File: src/rtl/core/bdasc_pkg.sv
`timescale 1ns / 1ps
`default_nettype none

package bdasc_pkg;

    // width of the converted binary value
    localparam int VALUE_WIDTH = 32;
    // decimal digits needed for VALUE_WIDTH bits: floor(w * log10(2)) + 1
    localparam int DIGITS      = (VALUE_WIDTH * 30103) / 100000 + 1;
    localparam int IDX_W       = (DIGITS > 1) ? $clog2(DIGITS) : 1;
    localparam int STEP_W      = (VALUE_WIDTH > 1) ? $clog2(VALUE_WIDTH) : 1;
    localparam int IN_W        = 32;
    localparam int ASCII_W     = 6;

    localparam logic [ASCII_W-1:0] ASCII_ZERO   = ASCII_W'(48);
    localparam logic [STEP_W-1:0]  LAST_STEP    = STEP_W'(VALUE_WIDTH - 1);
    localparam logic [3:0]         BCD_ADJ_MIN  = 4'd5;
    localparam logic [3:0]         BCD_ADJ      = 4'd3;

    typedef logic [DIGITS-1:0][3:0] t_bcd;

    // commands from the controller to the datapath
    typedef struct packed {
        logic load;
        logic shift;
        logic find;
        logic emit;
    } t_dp_cmd;

    // status from the datapath to the controller
    typedef struct packed {
        logic shift_done;
        logic digit_last;
    } t_dp_sts;

endpackage

`default_nettype wire

File: src/rtl/core/bdasc_ctrl.sv
`timescale 1ns / 1ps
`default_nettype none

module bdasc_ctrl
    import bdasc_pkg::*;
(
    input  wire logic    i_clk,
    input  wire logic    i_rst_n,
    input  wire logic    i_start,
    input  wire t_dp_sts i_sts,
    output t_dp_cmd      o_cmd,
    output logic         o_busy
);

    typedef enum logic [3:0] {
        t_IDLE    = 4'b0001,
        t_CONVERT = 4'b0010,
        t_FIND    = 4'b0100,
        t_EMIT    = 4'b1000
    } t_state;

    t_state r_state;
    t_state n_state;

    // state register
    always_ff @(posedge i_clk) begin
        if (!i_rst_n) begin
            r_state <= t_IDLE;
        end else begin
            r_state <= n_state;
        end
    end

    // next state and datapath commands
    always_comb begin
        n_state     = r_state;
        o_cmd       = '0;
        case (r_state)
            t_IDLE: begin
                if (i_start) begin
                    o_cmd.load = 1'b1;
                    n_state    = t_CONVERT;
                end
            end
            t_CONVERT: begin
                o_cmd.shift = 1'b1;
                if (i_sts.shift_done) begin
                    n_state = t_FIND;
                end
            end
            t_FIND: begin
                o_cmd.find = 1'b1;
                n_state    = t_EMIT;
            end
            t_EMIT: begin
                o_cmd.emit = 1'b1;
                if (i_sts.digit_last) begin
                    n_state = t_IDLE;
                end
            end
            default: begin
                n_state = t_IDLE;
            end
        endcase
    end

    assign o_busy = (r_state != t_IDLE);

endmodule

`default_nettype wire

File: src/rtl/core/bdasc_datapath.sv
`timescale 1ns / 1ps
`default_nettype none

module bdasc_datapath
    import bdasc_pkg::*;
(
    input  wire logic             i_clk,
    input  wire logic             i_rst_n,
    input  wire t_dp_cmd          i_cmd,
    input  wire logic [IN_W-1:0]  i_value,
    output t_dp_sts               o_sts,
    output logic                  o_valid,
    output logic [ASCII_W-1:0]    o_ascii_digit,
    output logic                  o_last
);

    logic [VALUE_WIDTH-1:0] r_bin;
    t_bcd                   r_bcd;
    t_bcd                   n_bcd_adj;
    logic [STEP_W-1:0]      r_step;
    logic [IDX_W-1:0]       r_idx;
    logic [IDX_W-1:0]       n_idx_lead;
    logic [3:0]             n_digit;
    logic                   r_valid;
    logic [ASCII_W-1:0]     r_ascii;
    logic                   r_last;

    // add-3 correction on every digit before the shift
    always_comb begin
        for (int d = 0; d < DIGITS; d++) begin
            n_bcd_adj[d] = (r_bcd[d] >= BCD_ADJ_MIN) ? r_bcd[d] + BCD_ADJ : r_bcd[d];
        end
    end

    // position of the most significant non-zero digit, zero when all are zero
    always_comb begin
        n_idx_lead = '0;
        for (int d = 1; d < DIGITS; d++) begin
            if (r_bcd[d] != 4'd0) begin
                n_idx_lead = IDX_W'(d);
            end
        end
    end

    assign n_digit = r_bcd[r_idx];

    // shift-and-add-3 conversion and digit pointer
    always_ff @(posedge i_clk) begin
        if (i_cmd.load) begin
            r_bin  <= VALUE_WIDTH'(i_value);
            r_bcd  <= '0;
            r_step <= '0;
        end else if (i_cmd.shift) begin
            {r_bcd, r_bin} <= {n_bcd_adj, r_bin} << 1;
            r_step         <= r_step + STEP_W'(1);
        end
        if (i_cmd.find) begin
            r_idx <= n_idx_lead;
        end else if (i_cmd.emit && (r_idx != '0)) begin
            r_idx <= r_idx - IDX_W'(1);
        end
    end

    // output strobe
    always_ff @(posedge i_clk) begin
        if (!i_rst_n) begin
            r_valid <= 1'b0;
        end else begin
            r_valid <= i_cmd.emit;
        end
    end

    // output character register
    always_ff @(posedge i_clk) begin
        if (i_cmd.emit) begin
            r_ascii <= ASCII_ZERO + {{(ASCII_W-4){1'b0}}, n_digit};
            r_last  <= (r_idx == '0);
        end
    end

    assign o_sts.shift_done = (r_step == LAST_STEP);
    assign o_sts.digit_last = (r_idx == '0);
    assign o_valid          = r_valid;
    assign o_ascii_digit    = r_ascii;
    assign o_last           = r_last;

endmodule

`default_nettype wire

File: src/rtl/core/binary_to_decimal_ascii_unit.sv
`timescale 1ns / 1ps
`default_nettype none

// Converts one unsigned binary value into its decimal ASCII digits, most
// significant first, without leading zeros; zero gives the single character
// '0'. A transaction is taken when start is high while busy is low. Each
// character appears on o_ascii_digit for exactly one cycle with o_valid high,
// and o_last marks the final digit; there is no back-pressure, so the receiver
// must take every character as it comes. One value passes through a load, one
// shift-and-add-3 step per input bit, a search for the leading digit and then
// its digits at one per cycle; busy drops in the cycle that shows the last
// digit, and the next start may be given then.

module binary_to_decimal_ascii_unit
    import bdasc_pkg::*;
(
    input  wire logic               i_clk,
    input  wire logic               i_rst_n,
    input  wire logic               start,
    output logic                    busy,
    input  wire logic [IN_W-1:0]    i_value,
    output logic                    o_valid,
    output logic [ASCII_W-1:0]      o_ascii_digit,
    output logic                    o_last
);

    t_dp_cmd w_cmd;
    t_dp_sts w_sts;

    // sequencing
    bdasc_ctrl u_ctrl (
        .i_clk   (i_clk),
        .i_rst_n (i_rst_n),
        .i_start (start),
        .i_sts   (w_sts),
        .o_cmd   (w_cmd),
        .o_busy  (busy)
    );

    // conversion and character output
    bdasc_datapath u_datapath (
        .i_clk         (i_clk),
        .i_rst_n       (i_rst_n),
        .i_cmd         (w_cmd),
        .i_value       (i_value),
        .o_sts         (w_sts),
        .o_valid       (o_valid),
        .o_ascii_digit (o_ascii_digit),
        .o_last        (o_last)
    );

endmodule

`default_nettype wire

File: config.mk
export PLATFORM = sky130hd
export DESIGN_NAME = binary_to_decimal_ascii_unit
export DESIGN_NICKNAME = d
export VERILOG_FILES = /design/src/rtl/core/bdasc_pkg.sv /design/src/rtl/core/bdasc_ctrl.sv /design/src/rtl/core/bdasc_datapath.sv /design/src/rtl/core/binary_to_decimal_ascii_unit.sv
export SDC_FILE = /design/constraint.sdc
export NUM_CORES = 1
export LEC_CHECK = 0
export BUFFER_PORTS_ARGS = -buffer_cell sky130_fd_sc_hd__buf_2
export CORE_UTILIZATION = 35
export CTS_BUF_LIST = sky130_fd_sc_hd__clkbuf_16
export DETAILED_ROUTE_END_ITERATION = 10
export PLACE_DENSITY_LB_ADDON = 0.05
export SETUP_SLACK_MARGIN = 0.4
export SYNTH_ARGS = -nofsm -noshare
export SYNTH_HDL_FRONTEND = slang
export SYNTH_HIERARCHICAL = 1
export SYNTH_SLANG_ARGS = --single-unit
File: constraint.sdc
create_clock -name i_clk -period 4.55 [get_ports i_clk]
set_clock_uncertainty 0.2 [all_clocks]
set_input_delay 0.6825 -clock i_clk [delete_from_list [all_inputs] [get_ports i_clk]]
set_output_delay 0.6825 -clock i_clk [all_outputs]
set_load 0.01 [all_outputs]
==> results of run 1 <==
## cell type report
class,instances,area (sq um)
clock inverter,7,77.6
clock buffer,9,225
fill,1366,8280
tap,180,225
timing repair buffer,45,235
inverter,26,97.6
multi-input combinational,351,2510
sequential,91,2230
## cell usage after synthesis, types with 15 or more instances
cell and count:
inv_1 25, o21ai_0 29, nor2_1 34, mux2_2 33
nor3b_1 17, nand2b_1 25, clkbuf_1 15, dfxtp_1 50
nand2_1 37, ha_1 23, a211oi_1 19, o22ai_1 24
a21oi_1 34, edfxtp_1 41
## metrics by stage
step	instance area, sq um	total power [mW]	util	setup WS, ns	instances
finish	5600	1.88	0.403	1.90	709
floorplan	4980	1.08	-	2.20	499
global route	5600	1.97	0.403	1.66	709
detailed placement	5300	1.13	0.382	1.84	693
CTS	5600	1.91	0.403	1.84	709
global placement	5300	1.13	0.382	1.88	693
## registers in the layout, summed over array words and instances, names as in the netlist
| signal | cells |
|---|---|
| u_datapath/r_bcd | 40 |
| u_datapath/r_bin | 32 |
| u_datapath/r_step | 5 |
| u_ctrl/r_state | 4 |
| u_datapath/o_ascii_digit | 4 |
| u_datapath/r_idx | 4 |
| u_datapath/o_last | 1 |
| u_datapath/o_valid | 1 |
## power by group
part | total (mW) | internal [mW] | switching (mW)
Combinational | 0.185 | 0.0885 | 0.0969
Sequential | 0.926 | 0.904 | 0.0219
Clock | 0.773 | 0.431 | 0.342
Total | 1.88 | 1.42 | 0.461
## logic make-up (layout without fill, tap and decap cells)
family          Yosys count  after routing  share of synthesized area
xor+xnor                 15             15                     0.0264
simple gates            145            145                      0.154
fa+ha+maj                23             23                     0.0578
mux                      49             49                      0.122
buf+inv                  57             87                     0.0505
flops                    91             91                      0.448
other cells               1              2                   0.000753
compound gates          117            117                      0.140
## worst max-delay path by stage
stage,from,to,slack (ns),cells past startpoint
floorplan,start,u_datapath/r_bin[0]$_SDFFCE_PN0P_,2.20,4
global placement,start,u_datapath/r_bin[18]$_DFFE_PP_,1.88,4
detailed placement,u_ctrl/r_state[0]$_SDFFE_PN1P_,u_datapath/r_bin[1]$_DFFE_PP_,1.84,3
CTS,u_ctrl/r_state[0]$_SDFFE_PN1P_,u_datapath/r_bin[0]$_SDFFCE_PN0P_,1.84,3
global route,u_ctrl/r_state[0]$_SDFFE_PN1P_,u_datapath/r_bin[4]$_DFFE_PP_,1.66,3
finish,u_ctrl/r_state[0]$_SDFFE_PN1P_,u_datapath/r_bin[18]$_DFFE_PP_,1.90,3
## worst max-delay path: cells and delay by family, from the launching register on
family	cells	cell delay [ns]
and+or+nand+nor	3	1.52
DFF	1	0.54
## routing by layer
metal	vias up	share of wire	global-route usage	wire, um
li1	1854	-	-	-
met1	1758	0.51	0.207	5330
met2	50	0.45	0.228	4730
met3	13	0.027	0.0395	289
met4	0	0.016	0.0532	163
met5	-	0	0	0
==> flow_metrics.py, run 1 <==
metrics = {
    "floorplan": {
        "design.portCount": 44,
        "die_area_sq_um": 14700,
        "num_rows": 43,
        "coreArea_sq_um": 13900,
        "start_util": 0.359,
        "die_w_um": 121,
        "die_h_um": 121,
    },
    "timing": {
        "hold_slack_ns": 0.309,
        "fin_crit_sh": 0.582,
        "post-route-min-period_ns": 2.65,
        "worst_pin_slew_ns": 0.832,
        "setup_viol": 0,
        "relSlewSlack": 0.445,
        "rsz0062_at_grt": "no",
        "slew_viol_final": 0,
        "tns_ns": 0,
        "hold_violations": 0,
        "fmax_mhz": 378,
    },
    "yosys": {
        "yosysSeqAreaShare": 0.448,
        "synth_top_area_frac": 0.247,
        "ys_async_sr_fraction": 0,
        "ys_ff_latch": 91,
        "synth_flop_cell": "dfxtp_1",
        "syn_area_per_cell_sq_um": 10.0,
        "synth_top_area_cell": "edfxtp_1",
        "synthesis.area_sq_um": 4980,
        "syn-instance-count": 498,
        "synth_cell_types": 48,
        "synth_edf_count": 41,
        "ys_warn_count": 6,
        "synth.area.top_cells": "edfxtp_1 (25%), dfxtp_1 (20%), mux2_2 (7.5%)",
    },
    "route": {
        "vias": 3675,
        "drtIter0Drc": 281,
        "drc": 0,
        "drt-total-wl_mm": 10.5,
        "final_antenna_net_count": 0,
        "firstDrtPassIters": 5,
        "drt-wirelength-per-cell_um": 14.8,
        "via_per_inst": 5.18,
    },
    "clocking": {
        "cts_root_buffer": "clkbuf_16",
        "cts_setup_buffers": 0,
        "clk_pin_slew_worst_paths_ns": 0.07,
        "cts_hold_repair.buffers": 0,
        "cts_tree": "built",
        "cts_inserted_buffers": 9,
        "clk-insertion-delay-late_ns": 0.35,
        "ctsResizeCount": 0,
        "cts.sinks": 91,
        "clk_path_buf_depth": 2,
        "cts-htree-levels": 3,
    },
    "pwr": {
        "p_per_area_nw_per_um2": 337,
        "p_leak_nw": 1.93,
        "peakVddDrop_mv": 0.178,
    },
    "worst_setup_path": {
        "cp-end-kind": "flop",
        "arrival_ns": 2.43,
        "crit_required_ns": 4.33,
        "crit_type": "reg -> reg",
        "ff2ff_path_depth": 3,
        "start_kind": "flop",
        "crit_slowest_cell": "or2_2",
        "r2r-start": "u_ctrl/r_state[0]$_SDFFE_PN1P_",
        "worstPathCellList": "nor2b_1 -> and3_2 -> or2_2",
        "timing.rr.end": "u_datapath/r_bin[18]$_DFFE_PP_",
        "crit_fanout": 32,
        "cp_slowest_stage_delay_ns": 0.72,
        "r2r_slack_ns": 1.90,
    },
    "outcome": {
        "status": "finished clean",
    },
    "hold_path": {
        "holdPathStages": 2,
        "hp-start": "u_datapath/r_bin[31]$_DFFE_PP_",
        "min_to": "u_datapath/r_bcd[0]$_SDFFE_PP0P_",
        "hold_class": "reg -> reg",
    },
    "grt": {
        "grt_pass1_vias": 3399,
        "grtUsageTotal": 0.151,
        "gr-total-overflow": 0,
        "grt_max_degree": 44,
        "antenna_found_initial": 0,
        "grt_pass1_wl_mm": 17.1,
    },
    "layout": {
        "drive_gt1_frac": 0.206,
        "diodes": 0,
        "layout_commonest_cell": "dfxtp_1",
        "area_delta_synth_final_pct": 12.5,
        "nNetsFinal": 582,
        "final_cell_mix": "dfxtp_1 (50), buf_2 (41), edfxtp_1 (41), nand2_1 (37)",
    },
    "placement": {
        "hpwl_mm": 7.19,
        "globalplace.congestion": 0.711,
        "io_buffer_count": 41,
    },
    "flow_run": {
        "cap_violations": 0,
    },
}
No activity file was read; power rests on OpenSTA's default activity.
==> inputs of run 2 (changes only) <==
==> constraint.sdc (replaced) <==
create_clock -name i_clk -period 2.2 [get_ports i_clk]
set_clock_uncertainty 0.2 [all_clocks]
set_input_delay 0.33 -clock i_clk [delete_from_list [all_inputs] [get_ports i_clk]]
set_output_delay 0.33 -clock i_clk [all_outputs]
set_load 0.01 [all_outputs]
==> run 2 against run 1 <==
Combinational power grew to 3.2 times the previous value; register-to-register slack lost 1.6 ns; setup slack lost 1.6 ns; non-clock buffer count grew 49; via count grew 5.8%; total power grew 110%; critical path depth grew 2; routed wire length grew 13%; worst hold slack lost 0.24 ns; largest cell class unchanged; first-iteration DRC count shrank 30%; final area grew 15%; utilization grew 6.2 points.
==> flow_metrics.py, run 2 (synthesized netlist as in run 1, its figures left out) <==
metrics = {
    "placement": {
        "globalplace.congestion": 0.796,
        "place_ws_ns": 0.229,
        "io_buffer_count": 41,
        "post-place-cells": 706,
        "hpwl_mm": 7.55,
    },
    "layout": {
        "largest_register_ff_count": 40,
        "multi_input_area_sq_um": 2740,
        "drive_gt1_frac": 0.346,
        "final_cell_mix": "buf_2 (41), edfxtp_1 (41), dfxtp_1 (40), nand2_1 (36), nor2_1 (32)",
        "fillers": 1300,
        "top_register": "u_datapath/r_bcd",
        "finalNonFillerCells": 758,
        "reg_top3": "u_datapath/r_bcd: 40 flops, u_datapath/r_bin: 32 flops, u_datapath/r_step: 5 flops",
        "regArea_sq_um": 2260,
        "area_delta_synth_final_pct": 29.8,
        "diodes": 0,
        "nNetsFinal": 631,
    },
    "route": {
        "met2WireLength_mm": 5.37,
        "top_layer": "met4",
        "final_antenna_net_count": 0,
        "firstDrtPassIters": 4,
        "vias": 3887,
        "met1_length_mm": 6.11,
        "wl_met3_um": 289,
        "via_per_inst": 5.13,
        "drtIter0Drc": 197,
        "drt-wirelength-per-cell_um": 15.7,
        "drt-total-wl_mm": 11.9,
        "drc": 0,
    },
    "worst_setup_path": {
        "start_kind": "flop",
        "timing.rr.end": "u_datapath/o_ascii_digit[2]$_DFFE_PP_",
        "crit_type": "reg -> reg",
        "r2r_slack_ns": 0.35,
        "ff2ff_path_depth": 5,
        "crit_required_ns": 2.09,
        "crit_fanout": 3,
        "arrival_ns": 1.74,
        "r2r-start": "u_datapath/r_idx[0]$_DFFE_PP_",
        "cp-end-kind": "flop",
    },
    "clocking": {
        "cts-htree-levels": 3,
        "cts_tree": "built",
        "clk_path_buf_depth": 2,
        "cts.sinks": 91,
        "clk_pin_slew_worst_paths_ns": 0.07,
        "cts_inserted_buffers": 9,
        "clk-insertion-delay-late_ns": 0.34,
        "cts_root_buffer": "clkbuf_16",
    },
    "timing": {
        "setup_viol": 0,
        "setup_ws_ns": 0.349,
        "tns_ns": 0,
        "post-route-min-period_ns": 1.85,
        "fin_crit_sh": 0.841,
        "rsz0062_at_grt": "yes",
        "slew_viol_final": 0,
        "hold_violations": 0,
        "fmax_mhz": 540,
    },
    "pwr": {
        "p_leak_nw": 2.34,
        "p_per_area_nw_per_um2": 616,
        "peakVddDrop_mv": 0.319,
    },
    "floorplan": {
        "num_rows": 43,
        "die_area_sq_um": 14700,
        "die_h_um": 121,
        "start_util": 0.359,
        "die_w_um": 121,
        "design.portCount": 44,
        "coreArea_sq_um": 13900,
    },
    "grt": {
        "grt_max_degree": 43,
        "gr-total-overflow": 0,
        "grt_pass1_vias": 3713,
        "grtUsageTotal": 0.163,
        "grt_pass1_wl_mm": 18.6,
        "antenna_found_initial": 0,
    },
    "outcome": {
        "status": "finished clean",
    },
    "hold_path": {
        "hp-start": "i_value[0]",
        "min_to": "u_datapath/r_bin[0]$_SDFFCE_PN0P_",
        "hold_class": "in -> reg",
        "holdPathStages": 2,
    },
    "flow_run": {
        "cap_violations": 0,
    },
}
## run 2: cell types whose count changed in the layout (fill, tap and decap cells not counted), moves of 8 or more
cell     before  now
buf_4         4   31
dfxtp_1      50   40
buf_12        0    9
mux2_2       33   24
mux2_4        0    9
ha_1         23   15
## run 2: repair_timing
action	in CTS	in global routing
hold buffers	1	0
resized for setup	24	51
gates cloned	2	4
hold endpoints to repair	1	0
buffers inserted	11	18
setup endpoints to repair	115	79
pin swaps	5	7
## run 2: final cells by class
type | count | share of cell area
Clock inverter | 7 | 0.00794
Clock buffer | 9 | 0.0349
Multi-Input combinational cell | 351 | 0.424
Timing Repair Buffer | 94 | 0.134
Sequential cell | 91 | 0.349
Tap cell | 180 | 0.0349
Inverter | 26 | 0.0151
## run 2: how the worst max path moves through the flow
stage	depth (start not counted)	slack [ns]	from	endpoint
3_5_place_dp	6	0.23	u_ctrl/r_state[1]$_SDFFE_PN0P_	u_datapath/r_bcd[22]$_SDFFE_PP0P_
2_1_floorplan	6	0.32	u_ctrl/r_state[0]$_SDFFE_PN1P_	u_datapath/r_bin[0]$_SDFFCE_PN0P_
3_3_place_gp	6	0.23	u_ctrl/r_state[1]$_SDFFE_PN0P_	u_datapath/r_bcd[22]$_SDFFE_PP0P_
4_1_cts	5	0.35	u_ctrl/r_state[0]$_SDFFE_PN1P_	u_datapath/r_bin[16]$_DFFE_PP_
6_report	5	0.35	u_datapath/r_idx[0]$_DFFE_PP_	u_datapath/o_ascii_digit[2]$_DFFE_PP_
5_1_grt	5	0.30	u_datapath/r_idx[0]$_DFFE_PP_	u_datapath/o_ascii_digit[2]$_DFFE_PP_
## run 2: routing by layer
metal	vias up	GRT usage
met3	9	0.0296
met4	0	0.0579
met5	-	0
met2	48	0.248
met1	1878	0.229
li1	1952	-
## run 2: metrics by stage
| stage | total power, mW | hold WS (ns) | utilization | cell area, sq um |
|---|---|---|---|---|
| global placement | 2.37 | 0.279 | 0.396 | 5490 |
| global route | 4.16 | 0.0667 | 0.465 | 6460 |
| CTS | 3.93 | 0.0510 | 0.432 | 6000 |
| floorplan | 2.25 | 0.196 | - | 5040 |
| detailed placement | 2.38 | 0.294 | 0.396 | 5490 |
| finish | 3.98 | 0.0655 | 0.465 | 6460 |
## run 2: power by group
group	switching (mW)	total, mW	internal [mW]
sequential	0.0400	1.91	1.87
clock	0.698	1.47	0.775
combinational	0.258	0.601	0.343
## run 2: critical path, cell delays in order, from the launching register on
cell and delay, ns:
edfxtp_1 0.39, buf_4 0.13, mux4_2 0.49, and3b_1 0.19
a21oi_2 0.11, o21ai_1 0.09
==> inputs of run 3 (changes only) <==
==> constraint.sdc (replaced) <==
create_clock -name i_clk -period 1.58 [get_ports i_clk]
set_clock_uncertainty 0.2 [all_clocks]
set_input_delay 0.237 -clock i_clk [delete_from_list [all_inputs] [get_ports i_clk]]
set_output_delay 0.237 -clock i_clk [all_outputs]
set_load 0.01 [all_outputs]
==> run 3 against run 2 <==
The flow now finishes with violations (negative hold slack, negative setup slack); routed wire length rose by 18%; critical path depth increased by 1; global-route usage grew 2.1 points; worst hold slack worse by 0.091 ns; setup slack lost 0.62 ns; critical path type unchanged.
==> flow_metrics.py, run 3 (synthesized netlist as in run 1, its figures left out) <==
metrics = {
    "layout": {
        "multi_input_area_sq_um": 3270,
        "area_delta_synth_final_pct": 60.7,
        "regArea_sq_um": 2260,
        "fillers": 1212,
        "layout_commonest_cell": "buf_4",
        "diodes": 0,
        "drive_gt1_frac": 0.557,
        "reg_top3": "u_datapath/r_bcd: 40 flops, u_datapath/r_bin: 32 flops, u_datapath/r_step: 5 flops",
        "top_register": "u_datapath/r_bcd",
        "final_cell_mix": "buf_4 (97), edfxtp_1 (41), buf_2 (39), dfxtp_1 (39)",
        "postLayoutCoreUtil": 0.576,
        "largest_register_ff_count": 40,
        "nNetsFinal": 733,
    },
    "worst_setup_path": {
        "cp-end-kind": "flop",
        "arrival_ns": 1.73,
        "crit_type": "reg -> reg",
        "crit_required_ns": 1.46,
        "crit_fanout": 8,
        "start_kind": "flop",
    },
    "grt": {
        "grtUsageTotal": 0.184,
        "grt_pass1_vias": 4167,
        "grt_pass1_wl_mm": 20.8,
        "gr-total-overflow": 0,
        "antenna_found_initial": 0,
        "grt_max_degree": 29,
    },
    "flow_run": {
        "cap_violations": 0,
    },
    "route": {
        "firstDrtPassIters": 4,
        "vias": 4347,
        "drt-total-wl_mm": 14.1,
        "drt-wirelength-per-cell_um": 16.4,
        "drtIter0Drc": 175,
        "drc": 0,
        "final_antenna_net_count": 0,
        "via_per_inst": 5.05,
    },
    "timing": {
        "fin_crit_sh": 1.17,
        "hold_violations": 31,
        "fmax_mhz": 540,
        "setup_ws_ns": -0.271,
        "hold_slack_ns": -0.0254,
        "setup_viol": 129,
        "rsz0062_at_grt": "yes",
        "slew_viol_final": 0,
        "post-route-min-period_ns": 1.85,
        "tns_ns": -23.62,
    },
    "clocking": {
        "cts_tree": "built",
        "clk_pin_slew_worst_paths_ns": 0.08,
        "clk_path_buf_depth": 2,
        "cts_hold_repair.buffers": 2,
        "clk-insertion-delay-late_ns": 0.36,
        "cts_inserted_buffers": 9,
        "cts_root_buffer": "clkbuf_16",
        "cts.sinks": 91,
        "cts-htree-levels": 3,
    },
    "placement": {
        "globalplace.congestion": 0.748,
        "hpwl_mm": 8.63,
        "io_buffer_count": 41,
    },
    "floorplan": {
        "start_util": 0.359,
        "die_h_um": 121,
        "die_area_sq_um": 14700,
        "design.portCount": 44,
        "die_w_um": 121,
        "num_rows": 43,
        "coreArea_sq_um": 13900,
    },
    "pwr": {
        "p_leak_nw": 3.09,
        "p_per_area_nw_per_um2": 746,
        "peakVddDrop_mv": 0.568,
    },
    "outcome": {
        "failed_checks": "negative hold slack, negative setup slack",
        "status": "finished with violations",
    },
    "hold_path": {
        "hold_class": "in -> reg",
    },
}
[run 3: cell types whose count changed in the layout (fill, tap and decap cells not counted), sizes merged]
cell         delta
buf            +96
clkbuf          +5
clkinv          -3
dlygate4sd3     +1
inv             +2
clkinvlp        +1
[run 3: layout make-up]
cell class / count / area share
clock inverters: 7 / 0.00797
well taps: 180 / 0.0281
multi-input cells: 351 / 0.409
flip-flops and latches: 91 / 0.282
repair buffers: 196 / 0.232
clock buffers: 9 / 0.0281
inverters: 26 / 0.0125
[run 3: layer usage]
layer / part of all wire / global-route usage / vias up
met4: 0.013 / 0.0733 / 0
li1: - / - / 2149
met3: 0.026 / 0.0329 / 10
met2: 0.47 / 0.286 / 52
met5: 0 / 0 / -
met1: 0.49 / 0.252 / 2136
[run 3: path summary, 6_finish.rpt]
check / from / endpoint / slack, ns / depth (start not counted)
setup / recovery: u_ctrl/r_state[0]$_SDFFE_PN1P_ / u_datapath/r_bin[16]$_DFFE_PP_ / -0.27 / 6
setup reg to reg: u_ctrl/r_state[0]$_SDFFE_PN1P_ / u_datapath/r_bin[16]$_DFFE_PP_ / -0.27 / 6
hold reg to reg: u_datapath/r_bcd[37]$_SDFFE_PP0P_ / u_datapath/r_bcd[37]$_SDFFE_PP0P_ / 0.33 / 2
hold / removal: i_value[14] / u_datapath/r_bin[14]$_DFFE_PP_ / -0.03 / 2
[run 3: timing repair]
item	CTS	global route
gates resized for setup	93	128
pin swaps	10	57
endpoints found under the hold margin	37	30
setup endpoints to repair	139	139
cloned	3	9
setup buffers	15	15
[run 3: where the power goes]
part           internal [mW]  total [mW]  switching, mW
Sequential              2.60        2.65         0.0510
Combinational          0.674        1.16          0.483
Clock                   1.11        2.16           1.05
[run 3: through the flow]
| step | total power, mW | hold WS [ns] | cells | setup slack (ns) | area [sq um] |
|---|---|---|---|---|---|
| floorplan | 3.15 | 0.103 | 499 | -0.291 | 5180 |
| global placement | 3.43 | 0.263 | 800 | -0.237 | 6270 |
| detailed placement | 3.44 | 0.260 | 800 | -0.266 | 6270 |
| CTS | 5.83 | -0.0345 | 836 | -0.271 | 7160 |
| global route | 6.19 | -0.0317 | 860 | -0.319 | 8000 |
| finish | 5.97 | -0.0254 | 860 | -0.271 | 8000 |
[run 3: worst max-delay path: stages, from the launching register on]
cell	delay, ns
dfxtp_4	0.36
buf_6	0.13
nor4b_4	0.26
buf_6	0.17
buf_12	0.14
or2_4	0.18
buf_6	0.15
